## config.mk

```make
export PLATFORM = sky130hd
export DESIGN_NAME = dgmc_ctrl
export DESIGN_NICKNAME = d
export VERILOG_FILES = /design/src/rtl/core/dgmc_pkg.sv /design/src/rtl/core/dgmc_ctrl.sv
export VERILOG_INCLUDE_DIRS = /design/src /design/src/rtl/core
export SDC_FILE = /design/constraint.sdc
export NUM_CORES = 1
export LEC_CHECK = 0
export ABC_AREA = 1
export BUFFER_PORTS_ARGS = -buffer_cell sky130_fd_sc_hd__buf_2
export CAP_MARGIN = 40
export CELL_PAD_IN_SITES_DETAIL_PLACEMENT = 2
export CELL_PAD_IN_SITES_GLOBAL_PLACEMENT = 2
export CORE_MARGIN = 2
export CORE_UTILIZATION = 16
export CTS_CLUSTER_DIAMETER = 30
export DETAILED_ROUTE_END_ITERATION = 6
export GPL_TIMING_DRIVEN = 0
export MAX_ROUTING_LAYER = met4
export PLACE_DENSITY = 0.71
export SLEW_MARGIN = 10
export SYNTH_ARGS = -nofsm -noshare
export SYNTH_HDL_FRONTEND = slang
export SYNTH_SLANG_ARGS = --single-unit
```

## constraint.sdc

```tcl
create_clock -name clk_i -period 1.5 [get_ports clk_i]
set_clock_uncertainty 0.15 [all_clocks]
set_input_delay 0.075 -clock clk_i [delete_from_list [all_inputs] [get_ports clk_i]]
set_output_delay 0.075 -clock clk_i [all_outputs]
set_load 0.005 [all_outputs]
```

## src/rtl/core/assert_macros.svh

```systemverilog
// Assertion macros shared by the clique search RTL.
// Included by the modules that carry concurrent checks; no other dependencies.
`ifndef ASSERT_MACROS_SVH
`define ASSERT_MACROS_SVH

// Check on the rising clock edge, masked while reset is asserted.
`define DGMC_ASSERT(lbl, clk, rstn, prop, msg) \
  lbl: assert property (@(posedge clk) disable iff (!rstn) prop) \
    else $error(msg);

// Check on the rising clock edge, also during reset.
`define DGMC_ASSERT_NR(lbl, clk, prop, msg) \
  lbl: assert property (@(posedge clk) prop) \
    else $error(msg);

`endif

```

## src/rtl/core/dgmc_pkg.sv

```systemverilog
// Package for the disk graph maximum clique block: payload types, FSM states,
// and the command/status bundles between controller and datapath. No dependencies.
`timescale 1ns / 1ps

package dgmc_pkg;

  // One disk request on the input channel
  typedef struct packed {
    logic [9:0] centre_x;
    logic [9:0] centre_y;
    logic [7:0] radius;
    logic       is_last;
  } disk_req_t;

  // One clique member on the output channel
  typedef struct packed {
    logic [3:0] member_index;
    logic [4:0] clique_size;
    logic [6:0] edge_total;
    logic       overflowed;
    logic       last_member;
  } clique_res_t;

  // Controller states
  typedef enum logic [2:0] {
    ST_LOAD,
    ST_RD,
    ST_SQ,
    ST_CMP,
    ST_SEARCH,
    ST_EMIT
  } dgmc_state_e;

  // Commands from controller to datapath
  typedef struct packed {
    logic load_en;
    logic build_init;
    logic pair_read;
    logic pair_square;
    logic pair_cmp;
    logic search_init;
    logic search_step;
    logic emit_step;
  } dgmc_cmd_t;

  // Status from datapath to controller
  typedef struct packed {
    logic in_last_fire;
    logic pairs_done;
    logic search_last;
    logic emit_done;
  } dgmc_stat_t;

endpackage

```

## src/rtl/core/dgmc_ctrl.sv

```systemverilog
// Controller FSM for the clique search: load, pairwise adjacency build,
// subset search and member emission. Depends on dgmc_pkg and assert_macros.svh.
`timescale 1ns / 1ps
`include "assert_macros.svh"

module dgmc_ctrl
  import dgmc_pkg::*;
(
  input  logic       clk_i,
  input  logic       rst_ni,
  input  dgmc_stat_t stat_i,
  output dgmc_cmd_t  cmd_o
);

  dgmc_state_e state_q, state_d;

  // State register
  always_ff @(posedge clk_i or negedge rst_ni) begin
    if (!rst_ni) begin
      state_q <= ST_LOAD;
    end else begin
      state_q <= state_d;
    end
  end

  // Next state and commands
  always_comb begin
    state_d = state_q;
    cmd_o   = '0;
    unique case (state_q)
      ST_LOAD: begin
        cmd_o.load_en = 1'b1;
        if (stat_i.in_last_fire) begin
          cmd_o.build_init = 1'b1;
          state_d          = ST_RD;
        end
      end
      ST_RD: begin
        if (stat_i.pairs_done) begin
          cmd_o.search_init = 1'b1;
          state_d           = ST_SEARCH;
        end else begin
          cmd_o.pair_read = 1'b1;
          state_d         = ST_SQ;
        end
      end
      ST_SQ: begin
        cmd_o.pair_square = 1'b1;
        state_d           = ST_CMP;
      end
      ST_CMP: begin
        cmd_o.pair_cmp = 1'b1;
        state_d        = ST_RD;
      end
      ST_SEARCH: begin
        cmd_o.search_step = 1'b1;
        if (stat_i.search_last) state_d = ST_EMIT;
      end
      ST_EMIT: begin
        cmd_o.emit_step = 1'b1;
        if (stat_i.emit_done) state_d = ST_LOAD;
      end
      default: state_d = ST_LOAD;
    endcase
  end

  // A set closes with its last request: no new request until the search is over
  `DGMC_ASSERT(a_busy_after_last, clk_i, rst_ni, stat_i.in_last_fire |=> !cmd_o.load_en, "input open right after last disk")
  // The final member hands the block back to loading
  `DGMC_ASSERT(a_load_after_emit, clk_i, rst_ni, (cmd_o.emit_step && stat_i.emit_done) |=> cmd_o.load_en, "not loading after final member")

endmodule

```

==> results.md <==
Clock network:
- The CTS tree is yes.
- CTS built an H-tree with a depth of 1.
- The number of buffers inserted to repair setup after CTS is 0.
- The maximum buffer depth of the clock tree is 2.
- At the later pin of the worst-skew pair, clock insertion delay measures 230 ps.
- After clock tree synthesis, the clock-pin slew on the worst setup and hold paths is 40 ps.
- The root buffer cell is clkbuf_4.
- The clock buffer count from CTS is 3.
- The TritonCTS sink count is 3.

Final layout:
- The register with the most flip-flops in the final layout is state_q.
- In the final layout, the share of cells above drive strength 1 is 44.2%.
- The largest registers in the layout are state_q x3.
- Compared with the post-synthesis result, the final layout area differs by 68.3%.
- The flip-flop count of the largest register, all copies and words added is 3.
- The net total in the final layout is 59.
- The repair_antennas step left the layout with diodes totalling 0.
- Measured on the finished design, the core utilization comes to 28.1%.
- The number of inserted filler cells in the final layout is 153.

Detailed routing:
- The final layout contains routed wiring with a total length of 689 um.
- The number of vias per cell is 4.06.
- In the final routed layout, each cell accounts on average for 10.3 um.
- The final antenna-violating net count is 0.
- The number of iterations in the first detailed-routing pass is 1.
- The remaining design rule violation count is 0.
- The first routing iteration left 0 violations.
- The number of vias in the routed layout is 272.

Timing:
- The slew of the pin with the lowest slew margin is 261 ps.
- Hold timing on the final database bottoms out at a slack of 51.2 ps.
- The count of endpoints failing setup in the final report is 0.
- The number of pins exceeding their max-slew limit in the final report is 0.
- Headroom to the max-slew limit came out at 82.6%.
- Setup repair after global routing left no endpoint under its margin.
- The final critical path takes up 95.1% of the cycle.
- The final count of hold timing violations is 0.
- The maximum clock rate is 701 MHz.
- In the final timing run, aggregate negative setup slack is 0 ps.
- For the finished layout, the period the worst path requires is 1430 ps.

Power and ir drop:
- The design internal power is 0.373 mW.
- Power spread over the standard cell area amounts to 1930 mW/mm2.
- The worst-case IR drop observed on VDD is 0.583 mV.
- The total power of the final layout is 0.678 mW.
- The static leakage power is 0.213 nW.
- Sequential cells account for 28.3% of the total power.
- The net switching power is 0.305 mW.
- Of the total power, combinational logic draws 50.9%.
- The switching share of power is 45.0%.
- The part of the power in the clock network is 20.8%.

Worst setup path:
- STA classifies the critical path startpoint as a flip-flop.
- The critical path is of the flip-flop to primary output type.
- For this design, the slowest cell found on the critical path is dfrtp_1.
- For the worst setup path, the data required time is 1270 ps.
- The largest stage delay on the critical path is 460 ps.
- The top fanout value on the critical path is 7.
- The arrival time of data at the critical path endpoint is 1200 ps.
- STA classifies the critical path endpoint as a primary output.
- The critical path goes through nor2_2, nand2_1, nor2_1, buf_2.

Global route:
- The via count of the first global-routing pass is 251.
- The first global-routing pass estimated 1120 um of wire.
- Entering global routing, the biggest net connects 8 pins.
- The global router's overall resource usage is 11.2%.
- The number of antenna violations at the first check in global routing was 0.
- The remaining global-route overflow is 0.

Die:
- The die covers 0.00161 mm2.
- The number of core rows is 13.
- For this configuration, the core starts out at a cell density of 16.7%.
- The core area is 0.00125 mm2.
- The floorplan step set the die height to 40.1 um.
- The die span in x is 40.1 um.
- The number of I/O pins is 14.

Yosys:
- In this run, synthesis produced a sequential element count of 3.
- After synthesis, flip-flops and latches occupy 35.9% of the total area.
- The post-synthesis cell count is 32.
- The number of nets in the synthesized netlist is 38.
- The yosys synthesis warning count is 0.
- Each instance of the synthesized netlist takes up on average 6.53 um2.
- The number of different library cells used by synthesis comes to 12.
- Summing every instance area after synthesis gives 209 um2.

Flow run:
- The number of maximum-capacitance constraint violations is 0.

Placement:
- The placer's final routability congestion estimate is 0.674.
- Detailed placement finished with a half-perimeter wire length of 496 um.
- In this run the tool buffered the top-level ports with 13 buffer cells.

Outcome:
- The run finished with clean final reports.

Worst hold path:
- The worst hold path belongs to the class primary input to flip-flop.
cells in the mapped netlist:
master | number | area share, %
nand3_2 | 1 | 4.8
nand3_1 | 3 | 7.2
o21bai_2 | 1 | 5.4
inv_1 | 5 | 9.0
a21oi_1 | 1 | 2.4
inv_2 | 3 | 5.4
nor2_2 | 1 | 3.0
nor2_1 | 7 | 13
dfrtp_1 | 3 | 36
nor3_1 | 1 | 2.4
nand2_1 | 5 | 9.0
o22ai_1 | 1 | 3.0
critical path: cells and delay by family (launching register included):
| family | cells | cell delay (ps) |
|---|---|---|
| flip-flops | 1 | 460 |
| buffers and inverters | 1 | 120 |
| AND/OR/NAND/NOR | 3 | 390 |
cells by family (layout without fill, tap and decap cells):
group	count (synthesis)	in the layout	synth area share (%)
and+or+nand+nor	18	18	38.9
AOI/OAI and AO/OA	3	3	10.8
buffers and inverters	8	28	14.4
DFF	3	3	35.9
power by group through the flow:
stage	clock network (mW)	logic [mW]	registers (mW)
floorplan	0	0.217	0.171
global placement	0	0.328	0.186
detailed placement	0	0.339	0.184
CTS	0.149	0.350	0.187
global route	0.151	0.394	0.200
finish	0.141	0.345	0.192
layout by cell type (no fill, tap or decap), drive strengths merged:
cell,n
nor3,1
clkbuf,4
nor2,8
a21oi,1
nand3,4
dlygate4sd3,3
o22ai,1
buf,13
inv,8
o21bai,1
nand2,5
dfrtp,3
routing by layer:
| layer | global-route usage, % | up-vias | routed length, um |
|---|---|---|---|
| met5 | - | - | 0 |
| met4 | 7.76 | 0 | 0 |
| met3 | 1.67 | 0 | 23 |
| met2 | 17.7 | 4 | 383 |
| met1 | 12.9 | 131 | 282 |
| li1 | - | 137 | - |
final timing paths:
check,start,endpoint,slack (ps),cells after the start
setup / recovery,state_q[0],cmd_o[6],70,4
hold / removal,stat_i[1],state_q[0],50,5
setup reg to reg,state_q[0],state_q[0],340,4
hold reg to reg,state_q[2],state_q[0],510,3
max in group asynchronous,rst_ni,state_q[1],1030,2
min in group asynchronous,rst_ni,state_q[0],60,2
stage by stage:
step	setup slack, ps	area, um2	cells
2_1_floorplan	394	209	32
6_report	73.5	352	67
3_5_place_dp	257	293	60
3_3_place_gp	288	293	60
5_1_grt	15.4	352	67
4_1_cts	63.5	352	67
layout make-up:
| cell class | instances | area [um2] | area share, % |
|---|---|---|---|
| flip-flops and latches | 3 | 75.1 | 21.4 |
| repair buffers | 16 | 95.1 | 27.0 |
| well taps | 15 | 18.8 | 5.34 |
| inverters | 8 | 30.0 | 8.54 |
| clock buffers | 4 | 26.3 | 7.47 |
| multi-input cells | 21 | 106 | 30.2 |
what timing repair did:
action	in CTS	in global routing
endpoints found under the setup margin	1	0
gates resized for setup	1	0
endpoints found under the hold margin	5	0
hold buffers	3	0
Power figures use the tool's default switching activity.
