`src/rtl/core/assert_macros.svh`:
```
// Assertion macros shared by the clique search RTL.
// Included by the modules that carry concurrent checks; no other dependencies.
`ifndef ASSERT_MACROS_SVH
`define ASSERT_MACROS_SVH

// Check on the rising clock edge, masked while reset is asserted.
`define DGMC_ASSERT(lbl, clk, rstn, prop, msg) \
  lbl: assert property (@(posedge clk) disable iff (!rstn) prop) \
    else $error(msg);

// Check on the rising clock edge, also during reset.
`define DGMC_ASSERT_NR(lbl, clk, prop, msg) \
  lbl: assert property (@(posedge clk) prop) \
    else $error(msg);

`endif

```
`src/rtl/core/dgmc_pkg.sv`:
```
// Package for the disk graph maximum clique block: payload types, FSM states,
// and the command/status bundles between controller and datapath. No dependencies.
`timescale 1ns / 1ps

package dgmc_pkg;

  // One disk request on the input channel
  typedef struct packed {
    logic [9:0] centre_x;
    logic [9:0] centre_y;
    logic [7:0] radius;
    logic       is_last;
  } disk_req_t;

  // One clique member on the output channel
  typedef struct packed {
    logic [3:0] member_index;
    logic [4:0] clique_size;
    logic [6:0] edge_total;
    logic       overflowed;
    logic       last_member;
  } clique_res_t;

  // Controller states
  typedef enum logic [2:0] {
    ST_LOAD,
    ST_RD,
    ST_SQ,
    ST_CMP,
    ST_SEARCH,
    ST_EMIT
  } dgmc_state_e;

  // Commands from controller to datapath
  typedef struct packed {
    logic load_en;
    logic build_init;
    logic pair_read;
    logic pair_square;
    logic pair_cmp;
    logic search_init;
    logic search_step;
    logic emit_step;
  } dgmc_cmd_t;

  // Status from datapath to controller
  typedef struct packed {
    logic in_last_fire;
    logic pairs_done;
    logic search_last;
    logic emit_done;
  } dgmc_stat_t;

endpackage

```
`src/rtl/core/dgmc_datapath.sv`:
```
// Datapath of the clique search: disk store, distance test, adjacency rows,
// edge count, subset checker, best clique and output register.
// Depends on dgmc_pkg and assert_macros.svh.
`timescale 1ns / 1ps
`include "assert_macros.svh"

module dgmc_datapath
  import dgmc_pkg::*;
#(
  parameter int MAX_DISKS = 16
) (
  input  logic        clk_i,
  input  logic        rst_ni,
  input  logic        in_valid_i,
  input  disk_req_t   in_req_i,
  output logic        out_valid_o,
  output clique_res_t out_res_o,
  input  logic        out_ready_i,
  input  dgmc_cmd_t   cmd_i,
  output dgmc_stat_t  stat_o
);

  localparam int IW = (MAX_DISKS > 1) ? $clog2(MAX_DISKS) : 1;
  localparam int CW = $clog2(MAX_DISKS + 1);
  localparam int PW = CW + 1;
  localparam int SW = MAX_DISKS + 1;
  localparam logic [4:0] ResultCap = 5'd16;

  typedef struct packed {
    logic [9:0] x;
    logic [9:0] y;
    logic [7:0] r;
  } disk_rec_t;

  // Storage
  disk_rec_t              mem_q [MAX_DISKS];
  disk_rec_t              rd_a_q, rd_b_q;
  logic [MAX_DISKS-1:0]   adj_q [MAX_DISKS];

  // Control registers
  logic [CW-1:0]          count_q, count_d;
  logic                   overflow_q, overflow_d;
  logic [PW-1:0]          pi_q, pi_d, pj_q, pj_d;
  logic [6:0]             edges_q, edges_d;
  logic [SW-1:0]          subset_q, subset_d;
  logic [MAX_DISKS-1:0]   best_mask_q, best_mask_d;
  logic [CW-1:0]          best_size_q, best_size_d;
  logic [IW-1:0]          ei_q, ei_d;
  logic [4:0]             emitted_q, emitted_d;
  logic                   out_valid_q, out_valid_d;
  clique_res_t            out_q;

  // Pair arithmetic
  logic [9:0]             dx, dy;
  logic [8:0]             rs;
  logic [19:0]            dx2_q, dy2_q;
  logic [17:0]            rs2_q;
  logic [20:0]            dist_sq;
  logic                   touch;

  // Search and emission helpers
  logic                   in_fire, count_full;
  logic [PW-1:0]          n_ext;
  logic [SW-1:0]          full_mask;
  logic [MAX_DISKS-1:0]   sub_m, bad;
  logic                   clique_ok;
  logic [CW-1:0]          pc;
  logic [CW+4:0]          size_ext;
  logic [4:0]             total;
  logic [IW+3:0]          ei_ext;
  logic                   slot_free, emit_hit, last_now;

  assign in_fire    = in_valid_i && cmd_i.load_en;
  assign count_full = (count_q == CW'(MAX_DISKS));
  assign n_ext      = PW'(count_q);

  // Disk store: one write port, two registered read ports
  always_ff @(posedge clk_i) begin
    if (in_fire && !count_full) begin
      mem_q[count_q[IW-1:0]] <= '{x: in_req_i.centre_x, y: in_req_i.centre_y,
                                  r: in_req_i.radius};
    end
    if (cmd_i.pair_read) begin
      rd_a_q <= mem_q[pi_q[IW-1:0]];
      rd_b_q <= mem_q[pj_q[IW-1:0]];
    end
  end

  // Distance terms, squared into registers
  always_comb begin
    dx = (rd_a_q.x > rd_b_q.x) ? rd_a_q.x - rd_b_q.x : rd_b_q.x - rd_a_q.x;
    dy = (rd_a_q.y > rd_b_q.y) ? rd_a_q.y - rd_b_q.y : rd_b_q.y - rd_a_q.y;
    rs = {1'b0, rd_a_q.r} + {1'b0, rd_b_q.r};
  end

  always_ff @(posedge clk_i) begin
    if (cmd_i.pair_square) begin
      dx2_q <= 20'(dx) * 20'(dx);
      dy2_q <= 20'(dy) * 20'(dy);
      rs2_q <= 18'(rs) * 18'(rs);
    end
  end

  assign dist_sq = 21'(dx2_q) + 21'(dy2_q);
  assign touch   = (dist_sq <= 21'(rs2_q));

  // Adjacency rows: cleared per set, written symmetrically per pair
  always_ff @(posedge clk_i) begin
    if (cmd_i.build_init) begin
      for (int k = 0; k < MAX_DISKS; k++) adj_q[k] <= '0;
    end else if (cmd_i.pair_cmp && touch) begin
      adj_q[pi_q[IW-1:0]][pj_q[IW-1:0]] <= 1'b1;
      adj_q[pj_q[IW-1:0]][pi_q[IW-1:0]] <= 1'b1;
    end
  end

  // Clique test of the current subset, one row check per disk
  assign sub_m = subset_q[MAX_DISKS-1:0];
  always_comb begin
    for (int k = 0; k < MAX_DISKS; k++) begin
      bad[k] = sub_m[k] && ((sub_m & ~(MAX_DISKS'(1) << k) & ~adj_q[k]) != '0);
    end
  end
  assign clique_ok = ~|bad;
  assign pc        = CW'($countones(sub_m));
  assign full_mask = (SW'(1) << count_q) - SW'(1);

  // Emission bookkeeping
  assign size_ext  = {5'b0, best_size_q};
  assign total     = (size_ext > (CW + 5)'(ResultCap)) ? ResultCap : size_ext[4:0];
  assign ei_ext    = {4'b0, ei_q};
  assign slot_free = !out_valid_q || out_ready_i;
  assign emit_hit  = cmd_i.emit_step && slot_free && best_mask_q[ei_q];
  assign last_now  = ((emitted_q + 5'd1) == total);

  // Next-state logic of the control registers
  always_comb begin
    count_d     = count_q;
    overflow_d  = overflow_q;
    pi_d        = pi_q;
    pj_d        = pj_q;
    edges_d     = edges_q;
    subset_d    = subset_q;
    best_mask_d = best_mask_q;
    best_size_d = best_size_q;
    ei_d        = ei_q;
    emitted_d   = emitted_q;
    out_valid_d = out_valid_q;

    // accept a disk or note the drop
    if (in_fire) begin
      if (count_full) overflow_d = 1'b1;
      else            count_d    = count_q + CW'(1);
    end

    // pair walk over i < j < n
    if (cmd_i.build_init) begin
      pi_d    = '0;
      pj_d    = PW'(1);
      edges_d = '0;
    end
    if (cmd_i.pair_cmp) begin
      if (touch) edges_d = edges_q + 7'd1;
      if ((pj_q + PW'(1)) == n_ext) begin
        pi_d = pi_q + PW'(1);
        pj_d = pi_q + PW'(2);
      end else begin
        pj_d = pj_q + PW'(1);
      end
    end

    // subset search, first strictly larger clique wins
    if (cmd_i.search_init) begin
      subset_d    = SW'(1);
      best_mask_d = '0;
      best_size_d = '0;
      ei_d        = '0;
      emitted_d   = '0;
    end
    if (cmd_i.search_step) begin
      if ((pc > best_size_q) && clique_ok) begin
        best_mask_d = sub_m;
        best_size_d = pc;
      end
      subset_d = subset_q + SW'(1);
    end

    // member scan into the output register
    if (out_ready_i) out_valid_d = 1'b0;
    if (emit_hit) begin
      out_valid_d = 1'b1;
      emitted_d   = emitted_q + 5'd1;
    end
    if (cmd_i.emit_step && slot_free) ei_d = ei_q + IW'(1);
    if (emit_hit && last_now) begin
      count_d    = '0;
      overflow_d = 1'b0;
    end
  end

  always_ff @(posedge clk_i or negedge rst_ni) begin
    if (!rst_ni) begin
      count_q     <= '0;
      overflow_q  <= 1'b0;
      pi_q        <= '0;
      pj_q        <= '0;
      edges_q     <= '0;
      subset_q    <= '0;
      best_mask_q <= '0;
      best_size_q <= '0;
      ei_q        <= '0;
      emitted_q   <= '0;
      out_valid_q <= 1'b0;
    end else begin
      count_q     <= count_d;
      overflow_q  <= overflow_d;
      pi_q        <= pi_d;
      pj_q        <= pj_d;
      edges_q     <= edges_d;
      subset_q    <= subset_d;
      best_mask_q <= best_mask_d;
      best_size_q <= best_size_d;
      ei_q        <= ei_d;
      emitted_q   <= emitted_d;
      out_valid_q <= out_valid_d;
    end
  end

  // Output payload
  always_ff @(posedge clk_i) begin
    if (emit_hit) begin
      out_q.member_index <= ei_ext[3:0];
      out_q.clique_size  <= size_ext[4:0];
      out_q.edge_total   <= edges_q;
      out_q.overflowed   <= overflow_q;
      out_q.last_member  <= last_now;
    end
  end

  assign out_valid_o = out_valid_q;
  assign out_res_o   = out_q;

  // Status to the controller
  assign stat_o.in_last_fire = in_fire && in_req_i.is_last;
  assign stat_o.pairs_done   = (pj_q >= n_ext);
  assign stat_o.search_last  = (subset_q == full_mask);
  assign stat_o.emit_done    = emit_hit && last_now;

  `DGMC_ASSERT_NR(a_count_range, clk_i,
                  count_q <= CW'(MAX_DISKS), "disk count beyond capacity")
  `DGMC_ASSERT(a_best_pop, clk_i, rst_ni,
               best_size_q == CW'($countones(best_mask_q)), "best size differs from best mask")
  `DGMC_ASSERT(a_set_cleared, clk_i, rst_ni,
               stat_o.emit_done |=> (count_q == '0 && !overflow_q),
               "set not cleared after final member")

endmodule
```
`config.mk`:
```
export PLATFORM = sky130hd
export DESIGN_NAME = dgmc_datapath
export DESIGN_NICKNAME = d
export VERILOG_FILES = /design/src/rtl/core/dgmc_pkg.sv /design/src/rtl/core/dgmc_datapath.sv
export VERILOG_INCLUDE_DIRS = /design/src /design/src/rtl/core
export SDC_FILE = /design/constraint.sdc
export NUM_CORES = 2
export LEC_CHECK = 0
export ABC_AREA = 0
export ABC_CLOCK_PERIOD_IN_PS = 13670
export BUFFER_PORTS_ARGS = -buffer_cell sky130_fd_sc_hd__buf_2
export CORE_AREA = 10 10 352 354
export CTS_CLUSTER_SIZE = 28
export DETAILED_ROUTE_END_ITERATION = 16
export DIE_AREA = 0 0 362 364
export GPL_ROUTABILITY_DRIVEN = 0
export PLACE_DENSITY_LB_ADDON = 0.1
export SYNTH_ARGS = -nofsm -noshare
export SYNTH_HDL_FRONTEND = slang
export SYNTH_SLANG_ARGS = --single-unit
```
`constraint.sdc`:
```
create_clock -name clk_i -period 13.67 [get_ports clk_i]
set_clock_uncertainty 0.05 [all_clocks]
set_input_delay 0.6835 -clock clk_i [delete_from_list [all_inputs] [get_ports clk_i]]
set_output_delay 0.6835 -clock clk_i [all_outputs]
set_load 0.01 [all_outputs]
```
==> metrics.json <==
{
  "worst_hold_path": {
    "hold_path_startpoint": "out_ready_i",
    "whs_endpoint": "out_valid_o$_DFFE_PN0P_",
    "hold_path_depth": 3,
    "holdCritPathClass": "primary input to flop"
  },
  "timing": {
    "rsz0062_at_grt": "no",
    "timing.final.setup_violations": 0,
    "min_period_over_period_pct": 63.1,
    "tightest_slew_margin_relative_to_the_limit_pct": 22.9,
    "final_period_minus_worst_setup_slack_ps": 8630,
    "report.final.hold_viol_count": 0,
    "finalSetupTns_ps": 0,
    "fin_ws_ps": 5040,
    "timing.final.max_slew_violations": 0,
    "fmax_mhz": 116,
    "timing_worst_slew_pin_value_ps": 1150
  },
  "global_route": {
    "antenna_found_initial": 11,
    "grt_max_degree": 95,
    "grt.overflow.total": 0,
    "grt_pass1_vias": 32400,
    "global_route_wire_length_before_repair_um": 207000,
    "track_usage_pct": 20.6
  },
  "clock_network": {
    "clk_pin_slew_worst_paths_ps": 60,
    "h-tree-depth": 3,
    "cts_num_sinks": 890,
    "tritoncts": "done",
    "cts.path.max_buffers": 3,
    "postCtsSetupRepairBufs": 0,
    "worstSkewPairLatency_ps": 710,
    "numCtsBuffers": 99,
    "cts_root_buffer": "sky130_fd_sc_hd__clkbuf_16"
  },
  "yosys": {
    "synthDistinctLibCells": 87,
    "netlist.top_cell.by_area": "sky130_fd_sc_hd__edfxtp_1",
    "yosysWarningCount": 0,
    "synth-async-reset-ratio_pct": 8.20,
    "syn-num-nets": 4297,
    "seq_area_frac_synth_pct": 48.1,
    "netlist_instances": 3866,
    "number_of_synthesized_flops_with_an_enable_pin": 577,
    "syn_avg_cell_area_sq_um": 12.9,
    "postSynthRegisterBits": 890,
    "synth.top_cell.area_share_pct": 34.8,
    "synthMostInstantiatedCell": "sky130_fd_sc_hd__edfxtp_1",
    "synth.area.top_cells": "sky130_fd_sc_hd__edfxtp_1 (35%), sky130_fd_sc_hd__mux4_2 (13%), sky130_fd_sc_hd__dfxtp_1 (9.6%)",
    "postSynth.topFlopCell": "sky130_fd_sc_hd__edfxtp_1",
    "leading_cell_types_by_count_after_synthesis": "sky130_fd_sc_hd__edfxtp_1 (577), sky130_fd_sc_hd__inv_1 (289), sky130_fd_sc_hd__mux4_2 (285), sky130_fd_sc_hd__o21a_1 (250), sky130_fd_sc_hd__ha_1 (246)",
    "synth_area_sq_mm": 0.0498
  },
  "placement": {
    "placed_cell_area_sq_mm": 0.0516,
    "portBuffers": 63,
    "place.detailed.instances": 5286,
    "detailed_place_hpwl_um": 85600,
    "post-place-ws_ps": 5060
  },
  "cells_and_area": {
    "total_area_of_multi_input_combinational_cells_sq_mm": 0.0238,
    "finalInstanceArea_sq_mm": 0.0550,
    "fill_cells": 10500,
    "finish.cell_count_without_fillers": 5472,
    "final_nets": 4283,
    "syn2layout_area_growth_pct": 10.4,
    "regArea_sq_mm": 0.0240,
    "drive_above_1_share_pct": 18.5
  },
  "floorplan": {
    "die_x_um": 362,
    "initial_core_util_pct": 42.5,
    "floorplan.core_area_sq_mm": 0.117,
    "design.die.area_sq_mm": 0.132,
    "io_count": 64,
    "row_count": 126,
    "fp.dieH_um": 364
  },
  "worst_setup_path": {
    "critical_path.most_common_cell": "sky130_fd_sc_hd__fa_1",
    "critPathKind": "flop to flop",
    "worst_path_largest_cell_delay_ps": 740,
    "cp.buffers_inverters": 4,
    "worst-endpoint-arrival_ps": 9000,
    "crit_fanout": 14,
    "worst_setup_path_start_kind": "flop",
    "worst_ep_required_time_ps": 14040,
    "regToRegEndpoint": "dy2_q[19]$_DFFE_PP_",
    "worst-r2r-setup-slack_ps": 5040,
    "critPathCaptureType": "flop",
    "critical-path-top-delay-family": "adder cells",
    "cp_slowest_cell": "sky130_fd_sc_hd__xnor2_1",
    "reg2reg_depth": 31,
    "rr_startpoint": "rd_a_q[8]$_DFFE_PP_"
  },
  "status": {
    "status": "complete, no violations"
  },
  "drt": {
    "first_iter_violations": 2491,
    "via_count": 31500,
    "route.detailed.vias_per_inst": 5.76,
    "drt_pass1_iterations": 7,
    "drcViolationCount": 0,
    "route.final.wire_length_um": 135000,
    "ant_nets": 0,
    "wl_per_cell_um": 24.7
  },
  "flow_run": {
    "max_cap_violations": 0
  }
}
## placed cells by master (no fill, tap or decap), types with 21 or more instances in the layout
cell	netlist	layout
sky130_fd_sc_hd__edfxtp_1	577	577
sky130_fd_sc_hd__inv_1	289	289
sky130_fd_sc_hd__mux4_2	285	285
sky130_fd_sc_hd__o21a_1	250	250
sky130_fd_sc_hd__ha_1	246	246
sky130_fd_sc_hd__dfxtp_1	240	240
sky130_fd_sc_hd__nor2_1	240	227
sky130_fd_sc_hd__fa_1	144	144
sky130_fd_sc_hd__nand2_1	120	120
sky130_fd_sc_hd__a22oi_1	120	120
sky130_fd_sc_hd__clkbuf_16	0	100
sky130_fd_sc_hd__o21ai_0	96	96
sky130_fd_sc_hd__a21oi_1	90	90
sky130_fd_sc_hd__o22ai_1	88	88
sky130_fd_sc_hd__xnor2_1	86	85
sky130_fd_sc_hd__nor2_2	70	70
sky130_fd_sc_hd__dfrtp_1	73	65
sky130_fd_sc_hd__buf_2	4	62
sky130_fd_sc_hd__buf_4	0	58
sky130_fd_sc_hd__nand3_1	47	47
sky130_fd_sc_hd__xor2_1	44	44
sky130_fd_sc_hd__nand2b_1	34	34
sky130_fd_sc_hd__nor2_4	20	33
sky130_fd_sc_hd__nor3_1	35	32
sky130_fd_sc_hd__and2_1	32	32
sky130_fd_sc_hd__clkinv_1	15	30
sky130_fd_sc_hd__a21o_1	28	28
sky130_fd_sc_hd__nand3b_1	25	25
sky130_fd_sc_hd__or2_2	24	24
sky130_fd_sc_hd__and3_1	23	23
sky130_fd_sc_hd__clkbuf_1	202	22
sky130_fd_sc_hd__nor2b_1	21	21
## area by class of cell
class                           count  area share [%]
Timing Repair Buffer              122            1.41
Clock buffer                      127            4.83
Multi-Input combinational cell   2433            43.3
Sequential cell                   890            43.6
Tap cell                         1536            3.50
Clock inverter                     57            1.19
Antenna cell                        1         0.00455
Inverter                          306            2.10
## per-stage QoR
stage / hold slack (ps) / util, %
after global placement: 397 / 44.1
after floorplan: 338 / -
after CTS: 186 / 46.9
after global routing: 245 / 46.9
final: 233 / 46.9
after detailed placement: 403 / 44.1
## worst min-delay path, stage by stage
cell                       delay (ps)
sky130_fd_sc_hd__buf_2             70
sky130_fd_sc_hd__nand2b_1         130
sky130_fd_sc_hd__nand2_1           60
## cells by family after synthesis
group / Yosys count / share of synthesized area (%)
AOI/OAI and AO/OA: 835 / 11.7
xor gates and xnor gates: 134 / 2.44
adders and majority gates: 390 / 12.0
buffers and inverters: 543 / 4.34
DFF: 890 / 48.1
muxes: 314 / 13.5
and+or+nand+nor: 760 / 7.92
## how the worst max path moves through the flow
stage	end	depth (start not counted)	startpoint	slack [ps]
6_report	dy2_q[19]$_DFFE_PP_	31	rd_a_q[8]$_DFFE_PP_	5040
5_1_grt	dy2_q[19]$_DFFE_PP_	31	rd_a_q[8]$_DFFE_PP_	4350
4_1_cts	dy2_q[19]$_DFFE_PP_	31	rd_a_q[8]$_DFFE_PP_	5060
3_5_place_dp	dy2_q[19]$_DFFE_PP_	31	rd_a_q[8]$_DFFE_PP_	5060
3_3_place_gp	dy2_q[19]$_DFFE_PP_	31	rd_a_q[8]$_DFFE_PP_	5170
2_1_floorplan	dx2_q[17]$_DFFE_PP_	28	rd_a_q[23]$_DFFE_PP_	6170
## per-layer routing
metal | GRT usage, % | share of wire (%) | vias to the layer above
met5 | 0 | 0.048 | -
met4 | 5.28 | 2.2 | 12
met3 | 2.81 | 5.3 | 189
met2 | 33.0 | 46 | 781
met1 | 29.3 | 46 | 16100
li1 | - | - | 14400
## state kept, by name, indices dropped and copies added, names as in the netlist, 17 cells and up
signal and count:
dy2_q 19, dx2_q 19, rd_b_q 28, rd_a_q 28
subset_q 17, out_res_o 18, mem_q 448, adj_q 240
rs2_q 17
## repair_timing
item | in CTS | in global routing
hold buffers | 1 | 0
gates resized for setup | 0 | 0
endpoints found under the hold margin | 19 | 0
Power is left out: the tool's default activity adds up to more than one toggle a clock period on the data nets, which glitch-free logic cannot reach.
